File: config.mk
export PLATFORM = sky130hd
export DESIGN_NAME = vital_sign_average_alarm
export DESIGN_NICKNAME = d
export VERILOG_FILES = /design/src/sv/vsa_pkg.sv /design/src/sv/vital_sign_average_alarm.sv /design/src/sv/vsa_ring.sv /design/src/sv/vsa_div.sv /design/src/sv/vsa_motion.sv
export VERILOG_INCLUDE_DIRS = /design/src /design/src/sv
export SDC_FILE = /design/constraint.sdc
export NUM_CORES = 2
export LEC_CHECK = 0
export ABC_AREA = 1
export BUFFER_PORTS_ARGS = -buffer_cell sky130_fd_sc_hd__clkbuf_2
export CORE_MARGIN = 1.5
export CORE_UTILIZATION = 64
export CTS_CLUSTER_DIAMETER = 60
export DETAILED_ROUTE_END_ITERATION = 8
export PLACE_DENSITY_LB_ADDON = 0.12
export SLEW_MARGIN = 20
export SYNTH_ARGS = -nofsm -noshare
export SYNTH_HDL_FRONTEND = slang
export SYNTH_SLANG_ARGS = --single-unit
export TNS_END_PERCENT = 100
File: constraint.sdc
create_clock -name clk_i -period 6.54 [get_ports clk_i]
set_clock_uncertainty 0.2 [all_clocks]
set_input_delay 0.327 -clock clk_i [delete_from_list [all_inputs] [get_ports clk_i]]
set_output_delay 0.327 -clock clk_i [all_outputs]
set_load 0.005 [all_outputs]
File: src/sv/vital_sign_average_alarm_assert.svh
// Assertion macros for the vital sign average alarm block.
// Used by the top level; needs clk_i and rst_ni in scope where expanded.
`ifndef VITAL_SIGN_AVERAGE_ALARM_ASSERT_SVH
`define VITAL_SIGN_AVERAGE_ALARM_ASSERT_SVH

// Condition must hold at every clock edge out of reset.
`define VSA_ASSERT_ALWAYS(label, cond, msg) \
  label: assert property (@(posedge clk_i) disable iff (!rst_ni) (cond)) \
    else $error(msg);

// Trigger in one cycle implies the consequence in the next.
`define VSA_ASSERT_NEXT(label, trig, cons, msg) \
  label: assert property (@(posedge clk_i) disable iff (!rst_ni) (trig) |=> (cons)) \
    else $error(msg);

// Trigger implies the consequence in the same cycle.
`define VSA_ASSERT_IMPLIES(label, trig, cons, msg) \
  label: assert property (@(posedge clk_i) disable iff (!rst_ni) (trig) |-> (cons)) \
    else $error(msg);

`endif

File: src/sv/vsa_pkg.sv
// Shared types and constants for the vital sign average alarm block.
// No dependencies; imported by every module of the block.
`default_nettype none

package vsa_pkg;

  // Field widths
  localparam int TEMP_W  = 16;
  localparam int ACCEL_W = 12;
  localparam int RATE_W  = 12;
  localparam int OXY_W   = 11;
  localparam int TIME_W  = 32;
  localparam int THR_W   = 24;
  localparam int SQ_W    = 2 * ACCEL_W;

  // Default ring depth
  localparam int WINDOW_DEF = 10;

  // One ring word holds both readings: {oxygen, rate}
  localparam int RING_W = RATE_W + OXY_W;

  // Stream word widths
  localparam int IN_BITS      = TEMP_W + 3 * ACCEL_W + RATE_W + OXY_W + TIME_W;
  localparam int IN_TDATA_W   = ((IN_BITS + 7) / 8) * 8;
  localparam int OUT_BITS     = RATE_W + OXY_W + 5;
  localparam int OUT_TDATA_W  = ((OUT_BITS + 7) / 8) * 8;

  // Configuration port
  localparam int CFG_IDX_W  = 3;
  localparam int CFG_DATA_W = 32;

  typedef enum logic [CFG_IDX_W-1:0] {
    CFG_TEMP_LIMIT   = 3'd0,
    CFG_RATE_LOW     = 3'd1,
    CFG_RATE_HIGH    = 3'd2,
    CFG_OXYGEN_LOW   = 3'd3,
    CFG_STILL_THR_SQ = 3'd4,
    CFG_STILL_TMO_MS = 3'd5
  } cfg_reg_e;

  // Reset values of the registers
  localparam logic [TEMP_W-1:0] TEMP_LIMIT_RST = 16'd3850;
  localparam logic [RATE_W-1:0] RATE_LOW_RST   = 12'd800;
  localparam logic [RATE_W-1:0] RATE_HIGH_RST  = 12'd1920;
  localparam logic [OXY_W-1:0]  OXY_LOW_RST    = 11'd640;
  localparam logic [THR_W-1:0]  STILL_THR_RST  = 24'd5898;
  localparam logic [TIME_W-1:0] STILL_TMO_RST  = 32'd15000;

  typedef struct packed {
    logic [TEMP_W-1:0] temp_limit;
    logic [RATE_W-1:0] rate_low;
    logic [RATE_W-1:0] rate_high;
    logic [OXY_W-1:0]  oxygen_low;
    logic [THR_W-1:0]  still_thr_sq;
    logic [TIME_W-1:0] still_tmo_ms;
  } cfg_t;

  typedef enum logic [1:0] {
    ST_IDLE,
    ST_UPD,
    ST_DIV,
    ST_OUT
  } state_e;

endpackage

`default_nettype wire

File: src/sv/vital_sign_average_alarm.sv
// Top level of the vital sign average alarm block.
// Depends on vsa_pkg, vsa_ring, vsa_div, vsa_motion and the assert macro header.
`default_nettype none
`include "vital_sign_average_alarm_assert.svh"

// Takes one sensor report word and returns one result word. Heart rate and
// oxygen saturation go into a ring RAM of the last WINDOW readings (one word
// per slot, registered read) with running sums; the averages are the sums
// divided by the number of readings held, truncated. Alerts: temperature
// above limit, average rate outside [rate_low, rate_high], average oxygen
// below limit, and inactivity (squared motion below threshold for longer
// than the timeout, modular ms time). One report is in flight at a time:
// take the word and read its slot, update the sums and write the slot, run
// the serial dividers until both are done, then load the output register,
// waiting there while a held-off result still fills it. A finished result
// waits in the output register while the next report is taken. No clearing
// pass after reset; unwritten ring slots read as zero through per-slot
// valid bits.
// Configuration writes take effect at the clock edge of cfg_we_i.
module vital_sign_average_alarm
  import vsa_pkg::*;
#(
  parameter int WINDOW = WINDOW_DEF  // ring depth, 1..64
) (
  input  wire logic                   clk_i,
  input  wire logic                   rst_ni,
  // Input report stream
  input  wire logic                   s_axis_tvalid,
  output logic                        s_axis_tready,
  // temperature[15:0], accel_x[27:16], accel_y[39:28], accel_z[51:40],
  // heart_rate[63:52], oxygen_sat[74:64], now_ms[106:75], zero pad
  input  wire logic [IN_TDATA_W-1:0]  s_axis_tdata,
  // Result stream
  output logic                        m_axis_tvalid,
  input  wire logic                   m_axis_tready,
  // avg_rate[11:0], avg_oxygen[22:12], temp_alert[23], rate_alert[24],
  // oxygen_alert[25], still_alert[26], any_alert[27], zero pad
  output logic [OUT_TDATA_W-1:0]      m_axis_tdata,
  // Register write port
  input  wire logic                   cfg_we_i,
  input  wire logic [CFG_IDX_W-1:0]   cfg_idx_i,
  input  wire logic [CFG_DATA_W-1:0]  cfg_data_i
);

  localparam int AW    = (WINDOW > 1) ? $clog2(WINDOW) : 1;
  localparam int CNT_W = $clog2(WINDOW + 1);
  localparam int RT_W  = RATE_W + $clog2(WINDOW);
  localparam int OT_W  = OXY_W + $clog2(WINDOW);

  // Input word field offsets
  localparam int AX_LSB  = TEMP_W;
  localparam int AY_LSB  = AX_LSB + ACCEL_W;
  localparam int AZ_LSB  = AY_LSB + ACCEL_W;
  localparam int HR_LSB  = AZ_LSB + ACCEL_W;
  localparam int OX_LSB  = HR_LSB + RATE_W;
  localparam int NOW_LSB = OX_LSB + OXY_W;

  // ---------------------------------------------------------------------
  // Configuration registers
  // ---------------------------------------------------------------------
  cfg_t cfg_q;

  always_ff @(posedge clk_i or negedge rst_ni) begin
    if (!rst_ni) begin
      cfg_q.temp_limit   <= TEMP_LIMIT_RST;
      cfg_q.rate_low     <= RATE_LOW_RST;
      cfg_q.rate_high    <= RATE_HIGH_RST;
      cfg_q.oxygen_low   <= OXY_LOW_RST;
      cfg_q.still_thr_sq <= STILL_THR_RST;
      cfg_q.still_tmo_ms <= STILL_TMO_RST;
    end else if (cfg_we_i) begin
      case (cfg_reg_e'(cfg_idx_i))
        CFG_TEMP_LIMIT:   cfg_q.temp_limit   <= cfg_data_i[TEMP_W-1:0];
        CFG_RATE_LOW:     cfg_q.rate_low     <= cfg_data_i[RATE_W-1:0];
        CFG_RATE_HIGH:    cfg_q.rate_high    <= cfg_data_i[RATE_W-1:0];
        CFG_OXYGEN_LOW:   cfg_q.oxygen_low   <= cfg_data_i[OXY_W-1:0];
        CFG_STILL_THR_SQ: cfg_q.still_thr_sq <= cfg_data_i[THR_W-1:0];
        CFG_STILL_TMO_MS: cfg_q.still_tmo_ms <= cfg_data_i[TIME_W-1:0];
        default: ;  // unused indexes are dropped
      endcase
    end
  end

  // ---------------------------------------------------------------------
  // Control
  // ---------------------------------------------------------------------
  state_e state_q, state_d;
  logic   in_accept;
  logic   upd_en;
  logic   out_load;
  logic   rate_busy, oxy_busy;
  logic   out_valid_q;

  assign in_accept = s_axis_tvalid && s_axis_tready;

  always_ff @(posedge clk_i or negedge rst_ni) begin
    if (!rst_ni) begin
      state_q <= ST_IDLE;
    end else begin
      state_q <= state_d;
    end
  end

  always_comb begin
    state_d       = state_q;
    s_axis_tready = 1'b0;
    upd_en        = 1'b0;
    out_load      = 1'b0;
    case (state_q)
      ST_IDLE: begin
        s_axis_tready = 1'b1;
        if (s_axis_tvalid) begin
          state_d = ST_UPD;
        end
      end
      ST_UPD: begin
        // old slot contents on the RAM read port this cycle
        upd_en  = 1'b1;
        state_d = ST_DIV;
      end
      ST_DIV: begin
        if (!rate_busy && !oxy_busy) begin
          state_d = ST_OUT;
        end
      end
      ST_OUT: begin
        if (!out_valid_q || m_axis_tready) begin
          out_load = 1'b1;
          state_d  = ST_IDLE;
        end
      end
      default: state_d = ST_IDLE;
    endcase
  end

  // ---------------------------------------------------------------------
  // Captured report
  // ---------------------------------------------------------------------
  logic [TEMP_W-1:0]  temp_q;
  logic [ACCEL_W-1:0] ax_q, ay_q, az_q;
  logic [RATE_W-1:0]  rate_in_q;
  logic [OXY_W-1:0]   oxy_in_q;
  logic [TIME_W-1:0]  now_q;

  always_ff @(posedge clk_i) begin
    if (in_accept) begin
      temp_q    <= s_axis_tdata[TEMP_W-1:0];
      ax_q      <= s_axis_tdata[AX_LSB +: ACCEL_W];
      ay_q      <= s_axis_tdata[AY_LSB +: ACCEL_W];
      az_q      <= s_axis_tdata[AZ_LSB +: ACCEL_W];
      rate_in_q <= s_axis_tdata[HR_LSB +: RATE_W];
      oxy_in_q  <= s_axis_tdata[OX_LSB +: OXY_W];
      now_q     <= s_axis_tdata[NOW_LSB +: TIME_W];
    end
  end

  // ---------------------------------------------------------------------
  // Ring RAM, running sums, slot pointer
  // ---------------------------------------------------------------------
  logic [RING_W-1:0] old_word;
  logic [RATE_W-1:0] old_rate;
  logic [OXY_W-1:0]  old_oxy;
  logic [AW-1:0]     ring_pos_q, ring_pos_d;
  logic              ring_full_q;
  logic              wrap;
  logic [CNT_W-1:0]  count;
  logic [RT_W-1:0]   rate_total_q, rate_total_d;
  logic [OT_W-1:0]   oxy_total_q, oxy_total_d;

  // Read at accept, data back in ST_UPD, write back in ST_UPD. Only one
  // report is in flight, so read and write of a slot never overlap.
  vsa_ring #(
    .DEPTH (WINDOW),
    .AW    (AW)
  ) u_ring (
    .clk_i     (clk_i),
    .rst_ni    (rst_ni),
    .rd_en_i   (in_accept),
    .rd_addr_i (ring_pos_q),
    .rd_data_o (old_word),
    .wr_en_i   (upd_en),
    .wr_addr_i (ring_pos_q),
    .wr_data_i ({oxy_in_q, rate_in_q})
  );

  assign old_rate = old_word[RATE_W-1:0];
  assign old_oxy  = old_word[RING_W-1:RATE_W];

  assign wrap       = ring_pos_q == AW'(WINDOW - 1);
  assign ring_pos_d = wrap ? '0 : ring_pos_q + AW'(1);
  // readings held after this one is written; never zero
  assign count      = (ring_full_q || wrap) ? CNT_W'(WINDOW)
                                            : CNT_W'(ring_pos_q) + CNT_W'(1);

  assign rate_total_d = rate_total_q - RT_W'(old_rate) + RT_W'(rate_in_q);
  assign oxy_total_d  = oxy_total_q - OT_W'(old_oxy) + OT_W'(oxy_in_q);

  always_ff @(posedge clk_i or negedge rst_ni) begin
    if (!rst_ni) begin
      ring_pos_q   <= '0;
      ring_full_q  <= 1'b0;
      rate_total_q <= '0;
      oxy_total_q  <= '0;
    end else if (upd_en) begin
      ring_pos_q   <= ring_pos_d;
      ring_full_q  <= ring_full_q || wrap;
      rate_total_q <= rate_total_d;
      oxy_total_q  <= oxy_total_d;
    end
  end

  // ---------------------------------------------------------------------
  // Averages: two serial dividers started together
  // ---------------------------------------------------------------------
  logic [RT_W-1:0] rate_quot;
  logic [OT_W-1:0] oxy_quot;

  vsa_div #(
    .N (RT_W),
    .D (CNT_W)
  ) u_div_rate (
    .clk_i      (clk_i),
    .rst_ni     (rst_ni),
    .start_i    (upd_en),
    .dividend_i (rate_total_d),
    .divisor_i  (count),
    .busy_o     (rate_busy),
    .quot_o     (rate_quot)
  );

  vsa_div #(
    .N (OT_W),
    .D (CNT_W)
  ) u_div_oxy (
    .clk_i      (clk_i),
    .rst_ni     (rst_ni),
    .start_i    (upd_en),
    .dividend_i (oxy_total_d),
    .divisor_i  (count),
    .busy_o     (oxy_busy),
    .quot_o     (oxy_quot)
  );

  // ---------------------------------------------------------------------
  // Inactivity; result registered in the motion block, well before the
  // dividers finish
  // ---------------------------------------------------------------------
  logic still_alert;

  vsa_motion u_motion (
    .clk_i        (clk_i),
    .rst_ni       (rst_ni),
    .start_i      (upd_en),
    .accel_x_i    (ax_q),
    .accel_y_i    (ay_q),
    .accel_z_i    (az_q),
    .now_ms_i     (now_q),
    .thr_sq_i     (cfg_q.still_thr_sq),
    .timeout_ms_i (cfg_q.still_tmo_ms),
    .still_o      (still_alert)
  );

  // ---------------------------------------------------------------------
  // Alerts and output register
  // ---------------------------------------------------------------------
  logic [RATE_W-1:0]      avg_rate;
  logic [OXY_W-1:0]       avg_oxygen;
  logic                   temp_alert, rate_alert, oxygen_alert, any_alert;
  logic [OUT_TDATA_W-1:0] out_word;
  logic [OUT_TDATA_W-1:0] out_data_q;

  // the mean never exceeds the largest reading, so truncation is exact
  assign avg_rate     = rate_quot[RATE_W-1:0];
  assign avg_oxygen   = oxy_quot[OXY_W-1:0];
  assign temp_alert   = $signed(temp_q) > $signed(cfg_q.temp_limit);
  assign rate_alert   = (avg_rate < cfg_q.rate_low) || (avg_rate > cfg_q.rate_high);
  assign oxygen_alert = avg_oxygen < cfg_q.oxygen_low;
  assign any_alert    = temp_alert || rate_alert || oxygen_alert || still_alert;

  assign out_word = OUT_TDATA_W'({any_alert, still_alert, oxygen_alert, rate_alert,
                                  temp_alert, avg_oxygen, avg_rate});

  always_ff @(posedge clk_i) begin
    if (out_load) begin
      out_data_q <= out_word;
    end
  end

  always_ff @(posedge clk_i or negedge rst_ni) begin
    if (!rst_ni) begin
      out_valid_q <= 1'b0;
    end else if (out_load) begin
      out_valid_q <= 1'b1;
    end else if (m_axis_tready) begin
      out_valid_q <= 1'b0;
    end
  end

  assign m_axis_tvalid = out_valid_q;
  assign m_axis_tdata  = out_data_q;

  // ---------------------------------------------------------------------
  // Assertions
  // ---------------------------------------------------------------------
  `VSA_ASSERT_NEXT(a_div_started, state_q == ST_UPD, rate_busy && oxy_busy,
                   "dividers not running after sum update")
  `VSA_ASSERT_NEXT(a_out_no_overwrite,
                   state_q == ST_OUT && out_valid_q && !m_axis_tready,
                   state_q == ST_OUT, "result loaded over a pending word")
  `VSA_ASSERT_ALWAYS(a_pos_range, ring_pos_q <= AW'(WINDOW - 1),
                     "ring pointer beyond window")
  `VSA_ASSERT_IMPLIES(a_count_nonzero, upd_en, count != '0,
                      "zero divisor at sum update")

endmodule

`default_nettype wire

File: src/sv/vsa_ring.sv
// Reading ring storage: one synchronous RAM word per slot, registered read.
// Per-slot valid bits make never-written slots read as zero. Uses vsa_pkg.
`default_nettype none

module vsa_ring
  import vsa_pkg::*;
#(
  parameter int DEPTH = WINDOW_DEF,
  parameter int AW    = (DEPTH > 1) ? $clog2(DEPTH) : 1
) (
  input  wire logic              clk_i,
  input  wire logic              rst_ni,
  input  wire logic              rd_en_i,
  input  wire logic [AW-1:0]     rd_addr_i,
  output logic      [RING_W-1:0] rd_data_o,
  input  wire logic              wr_en_i,
  input  wire logic [AW-1:0]     wr_addr_i,
  input  wire logic [RING_W-1:0] wr_data_i
);

  logic [RING_W-1:0] mem [DEPTH];
  logic [DEPTH-1:0]  valid_q;
  logic [RING_W-1:0] rdata_q;
  logic              rd_valid_q;

  always_ff @(posedge clk_i) begin
    if (wr_en_i) begin
      mem[wr_addr_i] <= wr_data_i;
    end
    if (rd_en_i) begin
      rdata_q <= mem[rd_addr_i];
    end
  end

  always_ff @(posedge clk_i or negedge rst_ni) begin
    if (!rst_ni) begin
      valid_q    <= '0;
      rd_valid_q <= 1'b0;
    end else begin
      if (wr_en_i) begin
        valid_q[wr_addr_i] <= 1'b1;
      end
      if (rd_en_i) begin
        rd_valid_q <= valid_q[rd_addr_i];
      end
    end
  end

  assign rd_data_o = rd_valid_q ? rdata_q : '0;

endmodule

`default_nettype wire

File: src/sv/vsa_div.sv
// Restoring serial divider, one quotient bit per cycle.
// Uses vsa_pkg for RATE_W in the default width of N.
`default_nettype none

module vsa_div
  import vsa_pkg::*;
#(
  parameter int N = RATE_W + 4,
  parameter int D = 4
) (
  input  wire logic         clk_i,
  input  wire logic         rst_ni,
  input  wire logic         start_i,
  input  wire logic [N-1:0] dividend_i,
  input  wire logic [D-1:0] divisor_i,
  output logic              busy_o,
  output logic      [N-1:0] quot_o
);

  localparam int CW = $clog2(N + 1);

  logic [N-1:0]  acc_q, acc_d;
  logic [D-1:0]  rem_q, rem_d;
  logic [D-1:0]  div_q;
  logic [CW-1:0] cnt_q;
  logic          busy_q;
  logic [D:0]    trial;
  logic [D:0]    diff;
  logic          ge;

  assign trial = {rem_q, acc_q[N-1]};
  assign ge    = trial >= {1'b0, div_q};
  assign diff  = trial - {1'b0, div_q};

  always_comb begin
    rem_d = ge ? diff[D-1:0] : trial[D-1:0];
    if (N > 1) begin
      acc_d = {acc_q[N-2:0], ge};
    end else begin
      acc_d = N'(ge);
    end
  end

  always_ff @(posedge clk_i) begin
    if (start_i) begin
      acc_q <= dividend_i;
      rem_q <= '0;
      div_q <= divisor_i;
    end else if (busy_q) begin
      acc_q <= acc_d;
      rem_q <= rem_d;
    end
  end

  always_ff @(posedge clk_i or negedge rst_ni) begin
    if (!rst_ni) begin
      busy_q <= 1'b0;
      cnt_q  <= '0;
    end else if (start_i) begin
      busy_q <= 1'b1;
      cnt_q  <= CW'(N);
    end else if (busy_q) begin
      cnt_q <= cnt_q - CW'(1);
      if (cnt_q == CW'(1)) begin
        busy_q <= 1'b0;
      end
    end
  end

  assign busy_o = busy_q;
  assign quot_o = acc_q;

endmodule

`default_nettype wire

File: src/sv/vsa_motion.sv
// Inactivity detector: squared acceleration magnitude against a threshold,
// modular elapsed time since the last motion. Two stages. Uses vsa_pkg.
`default_nettype none

module vsa_motion
  import vsa_pkg::*;
(
  input  wire logic                      clk_i,
  input  wire logic                      rst_ni,
  input  wire logic                      start_i,
  input  wire logic signed [ACCEL_W-1:0] accel_x_i,
  input  wire logic signed [ACCEL_W-1:0] accel_y_i,
  input  wire logic signed [ACCEL_W-1:0] accel_z_i,
  input  wire logic        [TIME_W-1:0]  now_ms_i,
  input  wire logic        [THR_W-1:0]   thr_sq_i,
  input  wire logic        [TIME_W-1:0]  timeout_ms_i,
  output logic                           still_o
);

  logic signed [SQ_W-1:0] prod_x, prod_y, prod_z;
  logic [SQ_W-2:0]        sq_x_q, sq_y_q, sq_z_q;
  logic [TIME_W-1:0]      now_s1_q;
  logic                   s1_valid_q;
  logic [SQ_W-1:0]        mag_sq;
  logic [TIME_W-1:0]      elapsed;
  logic [TIME_W-1:0]      last_motion_q;
  logic                   still_q;

  assign prod_x = accel_x_i * accel_x_i;
  assign prod_y = accel_y_i * accel_y_i;
  assign prod_z = accel_z_i * accel_z_i;

  // Squares are never negative; the top bit is always clear
  always_ff @(posedge clk_i) begin
    if (start_i) begin
      sq_x_q   <= prod_x[SQ_W-2:0];
      sq_y_q   <= prod_y[SQ_W-2:0];
      sq_z_q   <= prod_z[SQ_W-2:0];
      now_s1_q <= now_ms_i;
    end
  end

  assign mag_sq  = SQ_W'(sq_x_q) + SQ_W'(sq_y_q) + SQ_W'(sq_z_q);
  assign elapsed = now_s1_q - last_motion_q;

  always_ff @(posedge clk_i or negedge rst_ni) begin
    if (!rst_ni) begin
      s1_valid_q    <= 1'b0;
      last_motion_q <= '0;
      still_q       <= 1'b0;
    end else begin
      s1_valid_q <= start_i;
      if (s1_valid_q) begin
        if (mag_sq < thr_sq_i) begin
          still_q <= elapsed > timeout_ms_i;
        end else begin
          last_motion_q <= now_s1_q;
          still_q       <= 1'b0;
        end
      end
    end
  end

  assign still_o = still_q;

endmodule

`default_nettype wire

==> impl_results.md <==
* Status: complete, no violations
* First-pass GRT wire length at 180500 um
* Latest clock arrival within the worst-skew pair at 0.66 ns
* Vias/cell at 5.378
* Syn_area_per_cell at 9.670 um^2
* Number of synthesized flops with an enable pin at 521
* Non-filler cells, final at 6530
* Worst slew pin tran at 1.127 ns
* Starting density of the core at 0.6493
* ANT nets after route at 0
* Clock Pin Slew Worst Setup and Hold Paths at 0.06 ns
* Max Clock Freq at 178.6 MHz
* Vias in the first global route at 35530
* Ant diodes at 0
* Fin crit share at 0.8563
* Synth Register Bits at 731
* Largest stage delay on the critical path at 0.59 ns
* Vias at 35120
* Gr usage total at 0.2888
* Max-Slew Margin vs Limit at 0.2483
* Hold crit path type: input pin to async pin
* Core Region at 0.07633 mm^2
* CTS tree: done
* RSZ-0062 raised after global routing: false
* Root Driver: clkbuf_16
* Die area at 0.07912 mm^2
* Yosys cell types at 57
* CP Capture Type: flop
* Remaining DRCs at 0
* Startpoint Class: flop
* Port Buffers at 176
* Setup violators final at 0
* Min Tclk post-route at 5.600 ns
* Initial antenna violation count at 0
* CTS Sinks at 731
* Top Ports at 186
* Design area at 0.05576 mm^2
* HPWL Detailed at 78630 um
* Crit path DAT at 5.80 ns
* Maximum buffer depth of the clock tree at 3
* DR iter-0 viols at 2715
* Drt pass-1 iters at 5
* Die height at 281.3 um
* Syn Std Cell Area at 0.04956 mm^2
* Layout cells sized above 1 at 0.08055
* Deepest level of the CTS H-tree at 3
* Pins over their slew limit at 0
* Post-Place Setup Slack at 0.9341 ns
* PnR worst setup slack at 0.9400 ns
* Routed WL at 110600 um
* Nets at 6350
* Dpl cell area at 0.05145 mm^2
* Top FF cell, synth: edfxtp_1
* Syn-to-layout area delta at 12.52%
* CP required at 6.74 ns
* Kind of critical path: flop to flop
* Final hold violation count at 0
* Gpl congestion at 0.9118
* Largest net degree at the start of global routing at 103
* Yosys warns at 0
* Final setup TNS at 0 ns
* Die extent in x at 281.3 um
* Inst Count DP at 6230
* Worst-path cell chain: inv_2, nor2_1, fa_1, inv_1, fa_1, inv_1, fa_1, fa_1, inv_1, fa_1, inv_1, ha_1, a21o_1, a21oi_1, nand2_1, nand2_1, nand2_1, nor2_1, inv_1, nand2_1, nand2_1
* CTS buffer count at 85
* Cells after Synth at 5125
* Ys async rst share at 0.2763
* Max capacitance violation total at 0
* Crit path max fanout at 14
* Crit-path slowest cell: edfxtp_1
* WL/cell at 16.94 um
* Register area share after synthesis at 0.4216
* Total grt overflow at 0
* Row cnt at 101
-- metal layers --
metal / track usage / wire, um / vias up
met5: 0 / 0 / -
met2: 0.4714 / 52490 / 1071
li1: - / - / 16940
met3: 0.03741 / 6740 / 176
met4: 0.08409 / 2745 / 0
met1: 0.4082 / 48630 / 16930
-- cells by family (layout without fill, tap and decap cells) --
group                    after synthesis  in the layout  share of synthesized area
AO/OA/AOI/OAI                        742            742                    0.08159
flip-flops                           731            731                     0.4216
buffers and inverters               1191           1561                    0.09179
adder cells (fa/ha/maj)              769            769                     0.2546
other                                  2              7                  0.0001515
XOR/XNOR                             117            117                    0.02068
AND/OR/NAND/NOR                     1573           1573                     0.1296
-- worst max-delay path, delay by kind of cell (launching register included) --
family / cells / cell delay, ns
adder cells (fa/ha/maj): 6 / 3.02
flip-flops: 1 / 0.59
buffers and inverters: 6 / 0.53
AND/OR/NAND/NOR: 7 / 0.53
AO/OA/AOI/OAI: 2 / 0.45
-- path summary, 6_finish.rpt --
check	from	to	slack (ns)	depth (start not counted)
setup / recovery	ay_q[11]	u_motion.sq_y_q[22]	0.94	21
hold / removal	rst_ni	m_axis_tvalid	0.07	2
setup reg to reg	ay_q[11]	u_motion.sq_y_q[22]	0.94	21
hold reg to reg	now_q[15]	u_motion.now_s1_q[15]	0.21	0
max in group asynchronous	rst_ni	u_motion.last_motion_q[13]	4.64	3
min in group clk_i	s_axis_tdata[67]	oxy_in_q[3]	0.17	2
-- repair_timing --
| action | in CTS | in global routing |
|---|---|---|
| buffers inserted | 0 | 0 |
| hold buffers | 142 | 0 |
| gates resized for setup | 0 | 0 |
| hold endpoints to repair | 288 | 0 |
-- area by class of cell --
class / instances / area [um^2]
fillers: 5610 / 20560
well taps: 1030 / 1289
flip-flops and latches: 731 / 20900
inverters: 1063 / 3995
repair buffers: 340 / 2476
multi-input cells: 3208 / 24220
clock buffers: 99 / 2231
clock inverters: 59 / 655.6
-- sequential cells by signal, summed over array words and instances (netlist names), 15 cells and up --
name                    count
cfg_q                     107
temp_q                     16
u_motion.now_s1_q          32
now_q                      32
u_div_rate.quot_o          16
rate_total_q               16
u_div_oxy.quot_o           15
u_ring.mem                230
oxy_total_q                15
u_motion.sq_x_q            22
m_axis_tdata               28
u_motion.last_motion_q     32
u_motion.sq_z_q            22
u_motion.sq_y_q            22
u_ring.rdata_q             23
-- stage by stage --
step | utilization | hold WS [ns]
floorplan | - | -0.1686
global placement | 0.6741 | 0.2032
detailed placement | 0.6741 | 0.2053
CTS | 0.7305 | 0.07464
global route | 0.7306 | 0.1390
finish | 0.7306 | 0.07055
-- synthesized netlist by cell type (all sizes together), types with 15 or more instances --
cell | number | share of area
dfstp | 28 | 0.015
ha | 370 | 0.093
dfrtp | 174 | 0.088
inv | 1059 | 0.080
xnor2 | 38 | 0.0067
fa | 399 | 0.16
nand3 | 163 | 0.017
o22ai | 51 | 0.0064
nand2 | 1009 | 0.077
o21ai | 370 | 0.038
nand4 | 24 | 0.0030
nor3 | 17 | 0.0022
clkbuf | 99 | 0.0075
buf | 29 | 0.0038
o211ai | 32 | 0.0049
nor2 | 324 | 0.025
a21oi | 234 | 0.024
or2 | 15 | 0.0019
a21o | 16 | 0.0024
edfxtp | 521 | 0.32
xor2 | 79 | 0.014
-- cell usage in the layout (no fill, tap or decap), types with 14 or more instances in the layout --
cell           Yosys  layout
o211ai_1          31      31
a21oi_1          234     233
xor2_1            79      79
inv_1           1053    1052
fa_1             399     399
nor2_1           316     305
dfstp_2           28      28
o22ai_1           51      51
xnor2_1           38      38
dlygate4sd3_1      0     142
nand2_1         1000     999
a21o_1            16      16
clkbuf_2           0     175
buf_4             10      22
ha_1             370     369
nand4_1           24      24
dfrtp_1          174     173
nand3_1          156     156
nor2_2             8      14
clkbuf_16          0      86
o21ai_0          352     352
edfxtp_1         521     521
Power is not shown: default switching activity piles up to over one toggle a cycle in this logic, so the estimate is an artifact.
